File: src/vwgb_pkg.sv
// Shared types, codes and constants of the variable-width glyph blitter.
`timescale 1ns / 1ps
package vwgb_pkg;

  localparam int GLYPH_ROWS    = 16;
  localparam int GLYPH_HALF    = GLYPH_ROWS / 2;
  localparam int DEF_MAX_BOX_W = 32;
  localparam int DEF_MAX_BOX_H = 24;
  localparam int QUEUE_DEPTH   = 4;

  localparam logic [5:0]  RST_BOX_W = 6'd32;
  localparam logic [4:0]  RST_BOX_H = 5'd24;
  localparam logic [7:0]  RST_INK   = 8'd1;
  localparam logic [15:0] RST_BASE  = 16'd0;

  typedef enum logic [1:0] {
    OP_ROW     = 2'd0,
    OP_NEWLINE = 2'd1,
    OP_HOME    = 2'd2
  } opcode_t;

  typedef enum logic [1:0] {
    KIND_WRITE    = 2'd0,
    KIND_REPORT   = 2'd1,
    KIND_REFUSED  = 2'd2,
    KIND_ACCEPTED = 2'd3
  } kind_t;

  typedef enum logic [1:0] {
    CFG_BOX_W = 2'd0,
    CFG_BOX_H = 2'd1,
    CFG_INK   = 2'd2,
    CFG_BASE  = 2'd3
  } cfg_idx_t;

  typedef enum logic [1:0] {
    D_WRITE  = 2'd0,
    D_REFUSE = 2'd1,
    D_ACCEPT = 2'd2
  } dkind_t;

  typedef struct packed {
    logic [5:0]  box_w;
    logic [4:0]  box_h;
    logic [7:0]  ink;
    logic [15:0] base;
  } cfg_t;

  typedef struct packed {
    dkind_t      dkind;
    logic        marker;
    logic [4:0]  cur_row;
    logic        lower;
    logic [5:0]  col;
    logic [2:0]  offset;
    logic [2:0]  y;
    logic [63:0] pixels;
  } desc_t;

endpackage

File: src/vwgb_front.sv
// Front end: cursor tracking, wrap and refusal decisions, work descriptors.
`timescale 1ns / 1ps
module vwgb_front
  import vwgb_pkg::*;
(
  input  logic        clk,
  input  logic        rst_n,
  input  cfg_t        cfg,
  input  logic        accept,
  input  logic [1:0]  opcode,
  input  logic [3:0]  row_number,
  input  logic [63:0] row_pixels,
  input  logic [3:0]  glyph_width,
  input  logic        is_marker,
  output logic        desc_push,
  output desc_t       desc
);

  logic [4:0] row_r, row_nxt;
  logic [5:0] col_r, col_nxt;
  logic [2:0] off_r, off_nxt;
  logic       refused_r, refused_nxt;

  logic [9:0] span;
  logic       need_wrap;
  logic       no_room;
  logic [4:0] off_sum;

  function automatic logic [8:0] box_w_x8(input logic [5:0] w);
    box_w_x8 = {w, 3'b000};
  endfunction

  assign span      = {1'b0, col_r, 3'b000} + 10'(off_r) + 10'(glyph_width);
  assign need_wrap = span >= {1'b0, box_w_x8(cfg.box_w)};
  assign no_room   = ({1'b0, row_r} + 6'd2) >= {1'b0, cfg.box_h};

  always_comb begin
    row_nxt     = row_r;
    col_nxt     = col_r;
    off_nxt     = off_r;
    refused_nxt = refused_r;
    desc_push   = 1'b0;
    off_sum     = 5'd0;
    desc        = '0;
    desc.dkind  = D_ACCEPT;
    desc.pixels = row_pixels;
    desc.y      = row_number[2:0];
    desc.lower  = row_number >= 4'(GLYPH_HALF);
    case (opcode)
      OP_NEWLINE: begin
        desc_push = 1'b1;
        if (no_room) begin
          desc.dkind = D_REFUSE;
        end else begin
          row_nxt = row_r + 5'd2;
          col_nxt = 6'd0;
          off_nxt = 3'd0;
        end
      end
      OP_HOME: begin
        desc_push = 1'b1;
        row_nxt   = 5'd0;
        col_nxt   = 6'd0;
        off_nxt   = 3'd0;
      end
      OP_ROW: begin
        desc_push = 1'b1;
        if (row_number == 4'd0) begin
          refused_nxt = 1'b0;
          if (need_wrap) begin
            if (no_room) begin
              refused_nxt = 1'b1;
            end else begin
              row_nxt = row_r + 5'd2;
              col_nxt = 6'd0;
              off_nxt = 3'd0;
            end
          end
        end
        if (refused_nxt) begin
          desc.dkind = D_REFUSE;
        end else begin
          desc.dkind   = D_WRITE;
          desc.marker  = is_marker && (row_number == 4'd0);
          desc.cur_row = row_nxt;
          desc.col     = col_nxt;
          desc.offset  = off_nxt;
          if (row_number == 4'(GLYPH_ROWS - 1)) begin
            off_sum = 5'(off_nxt) + 5'(glyph_width);
            col_nxt = col_nxt + 6'(off_sum[4:3]);
            off_nxt = off_sum[2:0];
          end
        end
      end
      default: begin
        desc_push = 1'b0;
      end
    endcase
    if (!accept) begin
      desc_push = 1'b0;
    end
  end

  always_ff @(posedge clk) begin
    if (!rst_n) begin
      row_r     <= 5'd0;
      col_r     <= 6'd0;
      off_r     <= 3'd0;
      refused_r <= 1'b0;
    end else if (accept) begin
      row_r     <= row_nxt;
      col_r     <= col_nxt;
      off_r     <= off_nxt;
      refused_r <= refused_nxt;
    end
  end

endmodule

File: src/vwgb_queue.sv
// Small descriptor FIFO between the front end and the write sequencer.
`timescale 1ns / 1ps
module vwgb_queue
  import vwgb_pkg::*;
#(
  parameter int DEPTH = QUEUE_DEPTH
) (
  input  logic  clk,
  input  logic  rst_n,
  input  logic  push,
  input  desc_t din,
  output logic  full,
  input  logic  pop,
  output desc_t dout,
  output logic  empty
);

  localparam int AW = (DEPTH > 1) ? $clog2(DEPTH) : 1;

  desc_t             mem_r [DEPTH];
  logic [AW-1:0]     wr_r, wr_nxt;
  logic [AW-1:0]     rd_r, rd_nxt;
  logic [AW:0]       cnt_r, cnt_nxt;
  logic              do_push, do_pop;

  assign full    = cnt_r == (AW + 1)'(DEPTH);
  assign empty   = cnt_r == '0;
  assign do_push = push && !full;
  assign do_pop  = pop && !empty;
  assign dout    = mem_r[rd_r];

  always_comb begin
    wr_nxt  = wr_r;
    rd_nxt  = rd_r;
    cnt_nxt = cnt_r;
    if (do_push) begin
      wr_nxt = (wr_r == AW'(DEPTH - 1)) ? '0 : wr_r + AW'(1);
    end
    if (do_pop) begin
      rd_nxt = (rd_r == AW'(DEPTH - 1)) ? '0 : rd_r + AW'(1);
    end
    if (do_push && !do_pop) begin
      cnt_nxt = cnt_r + (AW + 1)'(1);
    end else if (do_pop && !do_push) begin
      cnt_nxt = cnt_r - (AW + 1)'(1);
    end
  end

  always_ff @(posedge clk) begin
    if (!rst_n) begin
      wr_r  <= '0;
      rd_r  <= '0;
      cnt_r <= '0;
    end else begin
      wr_r  <= wr_nxt;
      rd_r  <= rd_nxt;
      cnt_r <= cnt_nxt;
    end
  end

  always_ff @(posedge clk) begin
    if (do_push) begin
      mem_r[wr_r] <= din;
    end
  end

endmodule

File: src/vwgb_back.sv
// Back end: descriptors to reports, OR-writes, status; one per cycle if popped.
`timescale 1ns / 1ps
module vwgb_back
  import vwgb_pkg::*;
(
  input  logic         clk,
  input  logic         rst_n,
  input  cfg_t         cfg,
  input  desc_t        desc,
  input  logic         desc_empty,
  output logic         desc_pop,
  output logic         out_empty,
  input  logic         out_pop,
  output logic [1:0]   out_kind,
  output logic [16:0]  out_write_address,
  output logic [63:0]  out_or_data,
  output logic [8:0]   out_report_x,
  output logic [8:0]   out_report_y,
  output logic         out_last
);

  logic [1:0]   step_r, step_nxt;
  logic [1:0]   phase;
  logic         load;
  logic         is_last;

  logic         valid_r, valid_nxt;
  logic [1:0]   kind_r, kind_nxt;
  logic [16:0]  addr_r, addr_nxt;
  logic [63:0]  data_r, data_nxt;
  logic [8:0]   rx_r, rx_nxt;
  logic [8:0]   ry_r, ry_nxt;
  logic         last_r, last_nxt;

  logic [5:0]   trow;
  logic [11:0]  prod;
  logic [12:0]  tile_idx;
  logic [16:0]  left_addr;
  logic [63:0]  masked;
  logic [127:0] shifted;

  assign load  = !desc_empty && (!valid_r || out_pop);
  assign phase = desc.marker ? step_r : step_r + 2'd1;

  assign trow      = {1'b0, desc.cur_row} + 6'(desc.lower);
  assign prod      = cfg.box_w * trow;
  assign tile_idx  = 13'(prod) + 13'(desc.col);
  assign left_addr = 17'(cfg.base) + {tile_idx[10:0], 6'd0} + 17'({desc.y, 3'b000});
  assign masked    = desc.pixels & {8{cfg.ink}};
  assign shifted   = {64'd0, masked} << {desc.offset, 3'b000};

  always_comb begin
    is_last  = 1'b1;
    kind_nxt = KIND_ACCEPTED;
    addr_nxt = 17'd0;
    data_nxt = 64'd0;
    rx_nxt   = 9'd0;
    ry_nxt   = 9'd0;
    case (desc.dkind)
      D_WRITE: begin
        case (phase)
          2'd0: begin
            is_last  = 1'b0;
            kind_nxt = KIND_REPORT;
            rx_nxt   = {desc.col, desc.offset};
            ry_nxt   = {desc.cur_row, 4'd0};
          end
          2'd1: begin
            is_last  = 1'b0;
            kind_nxt = KIND_WRITE;
            addr_nxt = left_addr;
            data_nxt = shifted[63:0];
          end
          default: begin
            kind_nxt = KIND_WRITE;
            addr_nxt = left_addr + 17'd64;
            data_nxt = shifted[127:64];
          end
        endcase
      end
      D_REFUSE: kind_nxt = KIND_REFUSED;
      default:  kind_nxt = KIND_ACCEPTED;
    endcase
    last_nxt = is_last;
  end

  assign desc_pop  = load && is_last;
  assign step_nxt  = !load ? step_r : (is_last ? 2'd0 : step_r + 2'd1);

  always_comb begin
    valid_nxt = valid_r;
    if (load) begin
      valid_nxt = 1'b1;
    end else if (out_pop) begin
      valid_nxt = 1'b0;
    end
  end

  always_ff @(posedge clk) begin
    if (!rst_n) begin
      valid_r <= 1'b0;
      step_r  <= 2'd0;
    end else begin
      valid_r <= valid_nxt;
      step_r  <= step_nxt;
    end
  end

  always_ff @(posedge clk) begin
    if (load) begin
      kind_r <= kind_nxt;
      addr_r <= addr_nxt;
      data_r <= data_nxt;
      rx_r   <= rx_nxt;
      ry_r   <= ry_nxt;
      last_r <= last_nxt;
    end
  end

  assign out_empty         = !valid_r;
  assign out_kind          = kind_r;
  assign out_write_address = addr_r;
  assign out_or_data       = data_r;
  assign out_report_x      = rx_r;
  assign out_report_y      = ry_r;
  assign out_last          = last_r;

endmodule

File: src/variable_width_glyph_blitter_unit.sv
// Top level of the variable-width glyph blitter: config registers and the two halves.
//
// Items enter on the in_ channel (push/full) and results leave on the out_ channel
// (empty/pop). An item is one glyph row, a newline or a cursor home. A glyph row
// gives an OR-write to the tile under the cursor and one to the tile to its right,
// preceded on row 0 of a marker glyph by a position report; a refused glyph row,
// a newline and a home give one status result. out_last marks the final result.
// An undefined opcode is taken and gives nothing.
// The front end takes one item per cycle into a four-entry descriptor queue while
// that queue is not full; the back end sends one result per cycle from its output
// register while out_pop is high. The first result of an item passes through the
// queue and the output register before it is on the out_ ports.
// cfg_we writes register cfg_index at once; write only while the block is idle.
// Synchronous reset homes the cursor, empties the queue and loads default config.
// While out_pop is low results wait in the output register, the queue fills, and
// then full rises.
`timescale 1ns / 1ps
module variable_width_glyph_blitter_unit
  import vwgb_pkg::*;
#(
  parameter int MAX_BOX_WIDTH_TILES  = DEF_MAX_BOX_W,
  parameter int MAX_BOX_HEIGHT_TILES = DEF_MAX_BOX_H
) (
  input  logic         clk,
  input  logic         rst_n,
  input  logic         cfg_we,
  input  logic [1:0]   cfg_index,
  input  logic [15:0]  cfg_data,
  input  logic         in_push,
  output logic         in_full,
  input  logic [1:0]   in_opcode,
  input  logic [3:0]   in_row_number,
  input  logic [63:0]  in_row_pixels,
  input  logic [3:0]   in_glyph_width,
  input  logic         in_is_marker,
  output logic         out_empty,
  input  logic         out_pop,
  output logic [1:0]   out_kind,
  output logic [16:0]  out_write_address,
  output logic [63:0]  out_or_data,
  output logic [8:0]   out_report_x,
  output logic [8:0]   out_report_y,
  output logic         out_last
);

  cfg_t  cfg_r, cfg_nxt;
  logic  accept;
  logic  q_push, q_pop, q_full, q_empty;
  desc_t q_din, q_dout;

  always_comb begin
    cfg_nxt = cfg_r;
    if (cfg_we) begin
      case (cfg_index)
        CFG_BOX_W: cfg_nxt.box_w =
          ({1'b0, cfg_data[5:0]} > 7'(MAX_BOX_WIDTH_TILES)) ?
          6'(MAX_BOX_WIDTH_TILES) : cfg_data[5:0];
        CFG_BOX_H: cfg_nxt.box_h =
          ({1'b0, cfg_data[4:0]} > 6'(MAX_BOX_HEIGHT_TILES)) ?
          5'(MAX_BOX_HEIGHT_TILES) : cfg_data[4:0];
        CFG_INK:   cfg_nxt.ink  = cfg_data[7:0];
        CFG_BASE:  cfg_nxt.base = cfg_data;
        default:   cfg_nxt = cfg_r;
      endcase
    end
  end

  always_ff @(posedge clk) begin
    if (!rst_n) begin
      cfg_r <= '{box_w: RST_BOX_W, box_h: RST_BOX_H, ink: RST_INK, base: RST_BASE};
    end else begin
      cfg_r <= cfg_nxt;
    end
  end

  assign in_full = q_full;
  assign accept  = in_push && !q_full;

  vwgb_front u_front (
    .clk         (clk),
    .rst_n       (rst_n),
    .cfg         (cfg_r),
    .accept      (accept),
    .opcode      (in_opcode),
    .row_number  (in_row_number),
    .row_pixels  (in_row_pixels),
    .glyph_width (in_glyph_width),
    .is_marker   (in_is_marker),
    .desc_push   (q_push),
    .desc        (q_din)
  );

  vwgb_queue #(
    .DEPTH (QUEUE_DEPTH)
  ) u_queue (
    .clk   (clk),
    .rst_n (rst_n),
    .push  (q_push),
    .din   (q_din),
    .full  (q_full),
    .pop   (q_pop),
    .dout  (q_dout),
    .empty (q_empty)
  );

  vwgb_back u_back (
    .clk               (clk),
    .rst_n             (rst_n),
    .cfg               (cfg_r),
    .desc              (q_dout),
    .desc_empty        (q_empty),
    .desc_pop          (q_pop),
    .out_empty         (out_empty),
    .out_pop           (out_pop),
    .out_kind          (out_kind),
    .out_write_address (out_write_address),
    .out_or_data       (out_or_data),
    .out_report_x      (out_report_x),
    .out_report_y      (out_report_y),
    .out_last          (out_last)
  );

endmodule

File: config.mk
export PLATFORM = sky130hd
export DESIGN_NAME = variable_width_glyph_blitter_unit
export DESIGN_NICKNAME = d
export VERILOG_FILES = /design/src/vwgb_pkg.sv /design/src/vwgb_front.sv /design/src/vwgb_queue.sv /design/src/vwgb_back.sv /design/src/variable_width_glyph_blitter_unit.sv
export SDC_FILE = /design/constraint.sdc
export NUM_CORES = 1
export LEC_CHECK = 0
export ABC_AREA = 1
export BUFFER_PORTS_ARGS = -buffer_cell sky130_fd_sc_hd__buf_2
export CORE_MARGIN = 4
export CORE_UTILIZATION = 52
export CTS_BUF_LIST = sky130_fd_sc_hd__clkbuf_2 sky130_fd_sc_hd__clkbuf_4 sky130_fd_sc_hd__clkbuf_8
export DETAILED_ROUTE_END_ITERATION = 10
export MAX_ROUTING_LAYER = met4
export PLACE_DENSITY = 0.82
export SETUP_SLACK_MARGIN = 0.1
export SLEW_MARGIN = 25
export SYNTH_ARGS = -nofsm -noshare
export SYNTH_HDL_FRONTEND = slang
export SYNTH_HIERARCHICAL = 1
export SYNTH_SLANG_ARGS = --single-unit
File: constraint.sdc
create_clock -name clk -period 22 [get_ports clk]
set_input_delay 1.1 -clock clk [delete_from_list [all_inputs] [get_ports clk]]
set_output_delay 1.1 -clock clk [all_outputs]
set_load 0.05 [all_outputs]
# [Word level (Yosys, flattened, before mapping)]
# Memories as Yosys holds them, arrays and structs flattened. A register that Yosys moved wholly into a read port is not among the register bits.
# Cells that the tools add are included.
[classes] add_sub_neg=16 n_mul=1 magnitude_cmp=5 n_eq_ne=11 shift=1 muxes=51 n_bitwise=1 n_reduce_logical=32
[op_table] operator="$pmux W64 S2" count=1
[op_table] operator="$shl A64 B6 Y128" count=1
[op_table] operator="$and A64 B64 Y64" count=1
[op_table] operator="$mux W6" count=9
[op_table] operator="$pmux W17 S2" count=1
[op_table] operator="$mux W3" count=8
[op_table] operator="$mux W5" count=4
[op_table] operator="$mux W9" count=2
[op_table] operator="$pmux W6 S3" count=1
[op_table] operator="$add A16 B17 Y17" count=1
[op_table] operator="$add A17 B6 Y17" count=1
[op_table] operator="$add A17 B7 Y17 const B" count=1
[op_table] operator="$pmux W5 S3" count=1
[op_table] operator="$mux W1" count=14
[op_table] operator="$mux W2" count=7
[op_table] operator="$reduce_and A2 Y1" count=7
[op_table] operator="$add A11 B6 Y11" count=1
[op_table] operator="$mul A6 B6 Y11" count=1
[op_table] operator="$add A10 B4 Y10" count=1
[op_table] operator="$add A9 B3 Y10" count=1
[op_table] operator="$eq A2 B2 Y1 const B" count=5
[op_table] operator="$ge A10 B9 Y1" count=1
[op_table] operator="$pmux W3 S3" count=1
[op_table] operator="$eq A2 B1 Y1 const B" count=4
[op_table] operator="other kinds (25)" count=43
[totals] ff_bits=162 ramBits=340 input_bits=98 output_inout_bits=104 elab_cells=139 mem_count=1
[mem_list] name="u_queue.mem_r" depth=4 width=85 rd=1 rd_clocked_by_memory_dff=1 write_ports=1 line="vwgb_queue.sv:20" source="desc_t mem_r [DEPTH];"

# [Longest topological paths before layout]
[depth] depth_word=11 depth_mapped=46

# [Modules after synthesis]
# Netlist, hierarchy kept.
[by_module_without_submodules] module="vwgb_queue" instances=1 cells_each=894 area_per_inst_um2=13063.8 seq_area_each_um2=10390.0
[by_module_without_submodules] module="vwgb_back" instances=1 cells_each=1325 area_per_inst_um2=9107.5 seq_area_each_um2=3002.9
[by_module_without_submodules] module="vwgb_front" instances=1 cells_each=368 area_per_inst_um2=2487.4 seq_area_each_um2=280.3
[by_module_without_submodules] module="variable_width_glyph_blitter_unit" instances=1 cells_each=180 area_per_inst_um2=1325.0 seq_area_each_um2=700.7

# [Worst setup path before layout]
# No wires, ideal clock.
[synth_path] path_kind="input to register" start="input out_pop" end="register u_queue.cnt_r[1]" setup_time_ps=116 arrival_time_ps=7639 required_ps=21884 path_slack_ps=14245 path_stages=10 n_path_buf=0 cell_sequence="inv_1 a21oi_1 inv_1 nor2_1 nand2_1 ha_1 inv_1 fa_1 o21ai_0 nor2_1"
[synth_via] elab_chain_len=7 word_cells_on_any_way=9
[synth_rtl] element="start, declared" line="variable_width_glyph_blitter_unit.sv:37" source="input logic out_pop,"
[synth_rtl] element="$logic_or A1 B1 Y1" line="vwgb_back.sv:42" source="assign load = !desc_empty && (!valid_r || out_pop);"
[synth_rtl] element="$logic_and A1 B1 Y1" line="vwgb_back.sv:42"
[synth_rtl] element="via u_back.load" line="vwgb_back.sv:24" source="logic load;"
[synth_rtl] element="$logic_and A1 B1 Y1" line="vwgb_back.sv:87" source="assign desc_pop = load && is_last;"
[synth_rtl] element="via q_pop" line="variable_width_glyph_blitter_unit.sv:48" source="logic q_push, q_pop, q_full, q_empty;"
[synth_rtl] element="$logic_and A1 B1 Y1" line="vwgb_queue.sv:29" source="assign do_pop = pop && !empty;"
[synth_rtl] element="$logic_not A1 Y1" line="vwgb_queue.sv:42" source="if (do_push && !do_pop) begin"
[synth_rtl] element="$logic_and A1 B1 Y1" line="vwgb_queue.sv:42"
[synth_rtl] element="$mux W3" line="vwgb_queue.sv:42"
[synth_rtl] element="via u_queue.cnt_nxt[1]" line="vwgb_queue.sv:23" source="logic [AW:0] cnt_r, cnt_nxt;"
[synth_rtl] element="end signal, assigned" line="vwgb_queue.sv:57" source="cnt_r <= cnt_nxt;"
[synth_rtl] element="end, declared" line="vwgb_queue.sv:23"
# The timed path passes the listed nets, and every way through them passes these cells.
# A chain may end at the register's enable or synchronous reset.

==> flow_metrics.tcl <==
set metrics [dict create \
    synth_area_sq_um 26000 \
    cp_slowest_cell "dfxtp_4" \
    fin_crit_ps 7760 \
    avgViaCountPerCell 5.53 \
    synth_top_area_cell "edfxtp_1" \
    hold_viol 0 \
    max_stage_delay_ps 890 \
    finalSetupViolCount 0 \
    cp.arrival_ps 8160 \
    fp.dieH_um 232 \
    rsz0062_at_grt "no" \
    start_kind "flop" \
    drt-total-wl_um 68800 \
    crit_type "flop to flop" \
    antenna_left 0 \
    worstMarginPinSlew_ps 1020 \
    seq_area_frac_synth_pct 55.3 \
    grt_pass1_vias 18400 \
    first_pass_iters 6 \
    cts_sinks 499 \
    start_util_pct 52.9 \
    ctsHoldBuffers 0 \
    status "completed" \
    track_usage_pct 25.5 \
    drc 0 \
    p_leak_nw 12.0 \
    yosysTopAreaCellShare_pct 50.6 \
    fmax_mhz 129 \
    die_w_um 232 \
    wire_per_inst_um 19.0 \
    root_buffer "clkbuf_8" \
    ys.flop_type "edfxtp_1" \
    synthCells 2767 \
    synthToLayoutAreaGrowth_pct 10.1 \
    hp-start "cfg_r[28]$_SDFFE_PN1P_" \
    clk_latency_ps 670 \
    fin_skew_ps 35.4 \
    yosysUniqueCellTypes 58 \
    fin_crit_sh_pct 35.3 \
    yosys_warnings 6 \
    clock_path_buffers 3 \
    cp_max_fo 91 \
    cp-end-kind "flop" \
    synth-edff-count 438 \
    setup_tns_ps 0 \
    crit_path_frequent_cell "nand2_1" \
    dr_total_vias 20000 \
    cap_viol_max_count 0 \
    path_clk_slew_ps 60 \
    yosysMostFrequentCell "nand2_1" \
    die_area_sq_um 53600 \
    final_util_pct 58.2 \
    vdd_drop_max_uv 72.7 \
    maxSlewViolCount 0 \
    fin_hold_ws_ps 497 \
    grt_max_degree 92 \
    dpl.hpwl_um 47800 \
    fillers 4061 \
    powerDensity_nw_per_um2 136 \
    postSynth.asyncResetShare_pct 0 \
    final_nets 3061 \
    reg2reg_slack_ps 14240 \
    maxSlewHeadroom_pct 32.1 \
    fp-row-count 81 \
    ys_top_cells_by_area "edfxtp_1, nand2_1, nor2_1, o21ai_0, dfxtp_1" \
    min_path_cells 2 \
    rr_endpoint "u_back/out_write_address[16]$_SDFFCE_PP0P_" \
    cts_tree "yes" \
    r2r_cells 39 \
    min_path_type "flop to flop" \
    grt_pass1_wl_um 104000 \
    syn_area_per_cell_sq_um 9.39 \
    synth-seq-cells 499 \
    layout-drive-gt1-share_pct 15.1 \
    required_ps 22400 \
    min_to "cfg_r[28]$_SDFFE_PN1P_" \
    drt_iter0_drc 2099 \
    ios 202 \
    ctsResizeCount 0 \
    place_congestion 0.933 \
    grt_antenna_before_repair 17 \
    synth_common_cells "nand2_1, edfxtp_1, nor2_1" \
    grt_overflow 0 \
    numCtsBuffers 80 \
    cts_setup_buffers 0 \
    htree_levels 3 \
    core_sq_um 49200 \
    portBuffers 197 \
]
==> routing by layer <==
metal	track usage [%]	vias to the layer above	routed length (um)
met5	-	-	0
met4	8.26	0	1820
met3	5.24	116	7110
met2	38.3	951	31100
met1	35.0	9438	28700
li1	-	9492	-
==> sequential cells by signal, indices dropped and copies added (netlist names), 2 cells and up, named ones only <==
register / flops
cfg_r: 35
u_back/out_kind: 2
u_back/out_or_data: 64
u_back/out_report_x: 9
u_back/out_report_y: 5
u_back/out_write_address: 17
u_back/step_r: 2
u_front/col_r: 6
u_front/off_r: 3
u_front/row_r: 4
u_queue/cnt_r: 3
u_queue/mem_r: 340
u_queue/rd_r: 2
u_queue/wr_r: 2
==> worst max path at each step <==
| stage | startpoint | to | slack (ps) | depth (start not counted) |
|---|---|---|---|---|
| 5_1_grt | flop | u_back/out_write_address[16]$_SDFFCE_PP0P_ | 13420 | 39 |
| 3_5_place_dp | flop | u_back/out_write_address[16]$_SDFFCE_PP0P_ | 14300 | 39 |
| 3_3_place_gp | flop | u_back/out_write_address[16]$_SDFFCE_PP0P_ | 14450 | 39 |
| 6_report | flop | u_back/out_write_address[16]$_SDFFCE_PP0P_ | 14240 | 39 |
| 2_1_floorplan | out_pop | u_queue/cnt_r[1]$_SDFFE_PN0P_ | 14250 | 10 |
| 4_1_cts | flop | u_back/out_write_address[16]$_SDFFCE_PP0P_ | 14280 | 39 |
==> cells in the final DEF (no fill, tap or decap), types with 7 or more instances in the layout <==
cell / count
a22oi_1: 7
fa_1: 24
buf_2: 197
clkbuf_8: 83
o22ai_1: 84
ha_1: 71
o21ai_1: 35
a31oi_1: 34
clkbuf_4: 24
nor3_1: 21
xnor2_1: 8
nor2_4: 15
dfxtp_1: 59
buf_4: 14
clkinv_1: 15
o21ai_0: 281
diode_2: 20
nand4_1: 11
a21oi_1: 53
o211ai_1: 10
inv_2: 16
inv_1: 279
mux2i_1: 13
nor2_1: 383
nand2_1: 531
edfxtp_1: 438
xor2_1: 14
nand2_2: 24
clkinv_2: 15
nor2_2: 9
nand3_1: 88
==> per-stage QoR <==
step / power, mW / cell area [sq um] / setup slack (ps) / instances
finish: 3.88 / 28600 / 14240 / 3616
CTS: 3.87 / 28500 / 14280 / 3593
detailed placement: 3.06 / 26800 / 14300 / 3447
floorplan: 2.65 / 26000 / 14250 / 2770
global route: 4.12 / 28600 / 13420 / 3611
global placement: 3.02 / 26800 / 14450 / 3445
==> critical path, delay by kind of cell, from the launching register on <==
family / cells / cell delay (ps)
adders and majority gates: 8 / 3130
and+or+nand+nor: 16 / 1300
buffers and inverters: 9 / 1030
AOI/OAI and AO/OA: 5 / 970
DFF: 1 / 890
xor gates and xnor gates: 1 / 150
==> report_power, final <==
part           internal [mW]  total (mW)  switching (mW)  leakage, nW
Combinational          0.435        1.76            1.32         6.58
Sequential              1.25        1.32          0.0698         4.60
Clock                  0.434       0.806           0.371        0.868
Total                   2.11        3.88            1.76         12.0
==> area by class of cell <==
class	instances	area, sq um	area share [%]
Sequential cell	499	14400	50.2
Multi-Input combinational cell	1771	9350	32.7
Clock buffer	107	1320	4.62
Timing Repair Buffer	217	1230	4.31
Inverter	299	1130	3.94
Tap cell	664	831	2.90
Clock inverter	39	320	1.12
Antenna cell	20	50.0	0.175
==> cell families (layout without fill, tap and decap cells) <==
| kind of cell | count (synthesis) | count (layout) | share of synthesized area [%] |
|---|---|---|---|
| buffers and inverters | 500 | 662 | 9.04 |
| AND/OR/NAND/NOR | 1104 | 1104 | 17.8 |
| AO/OA/AOI/OAI | 532 | 532 | 11.3 |
| flip-flops | 499 | 499 | 55.3 |
| adder cells (fa/ha/maj) | 95 | 95 | 5.27 |
| XOR/XNOR | 22 | 22 | 0.742 |
| multiplexers | 13 | 13 | 0.501 |
| other | 2 | 25 | 0.0289 |
(Power assumes the default switching activity.)
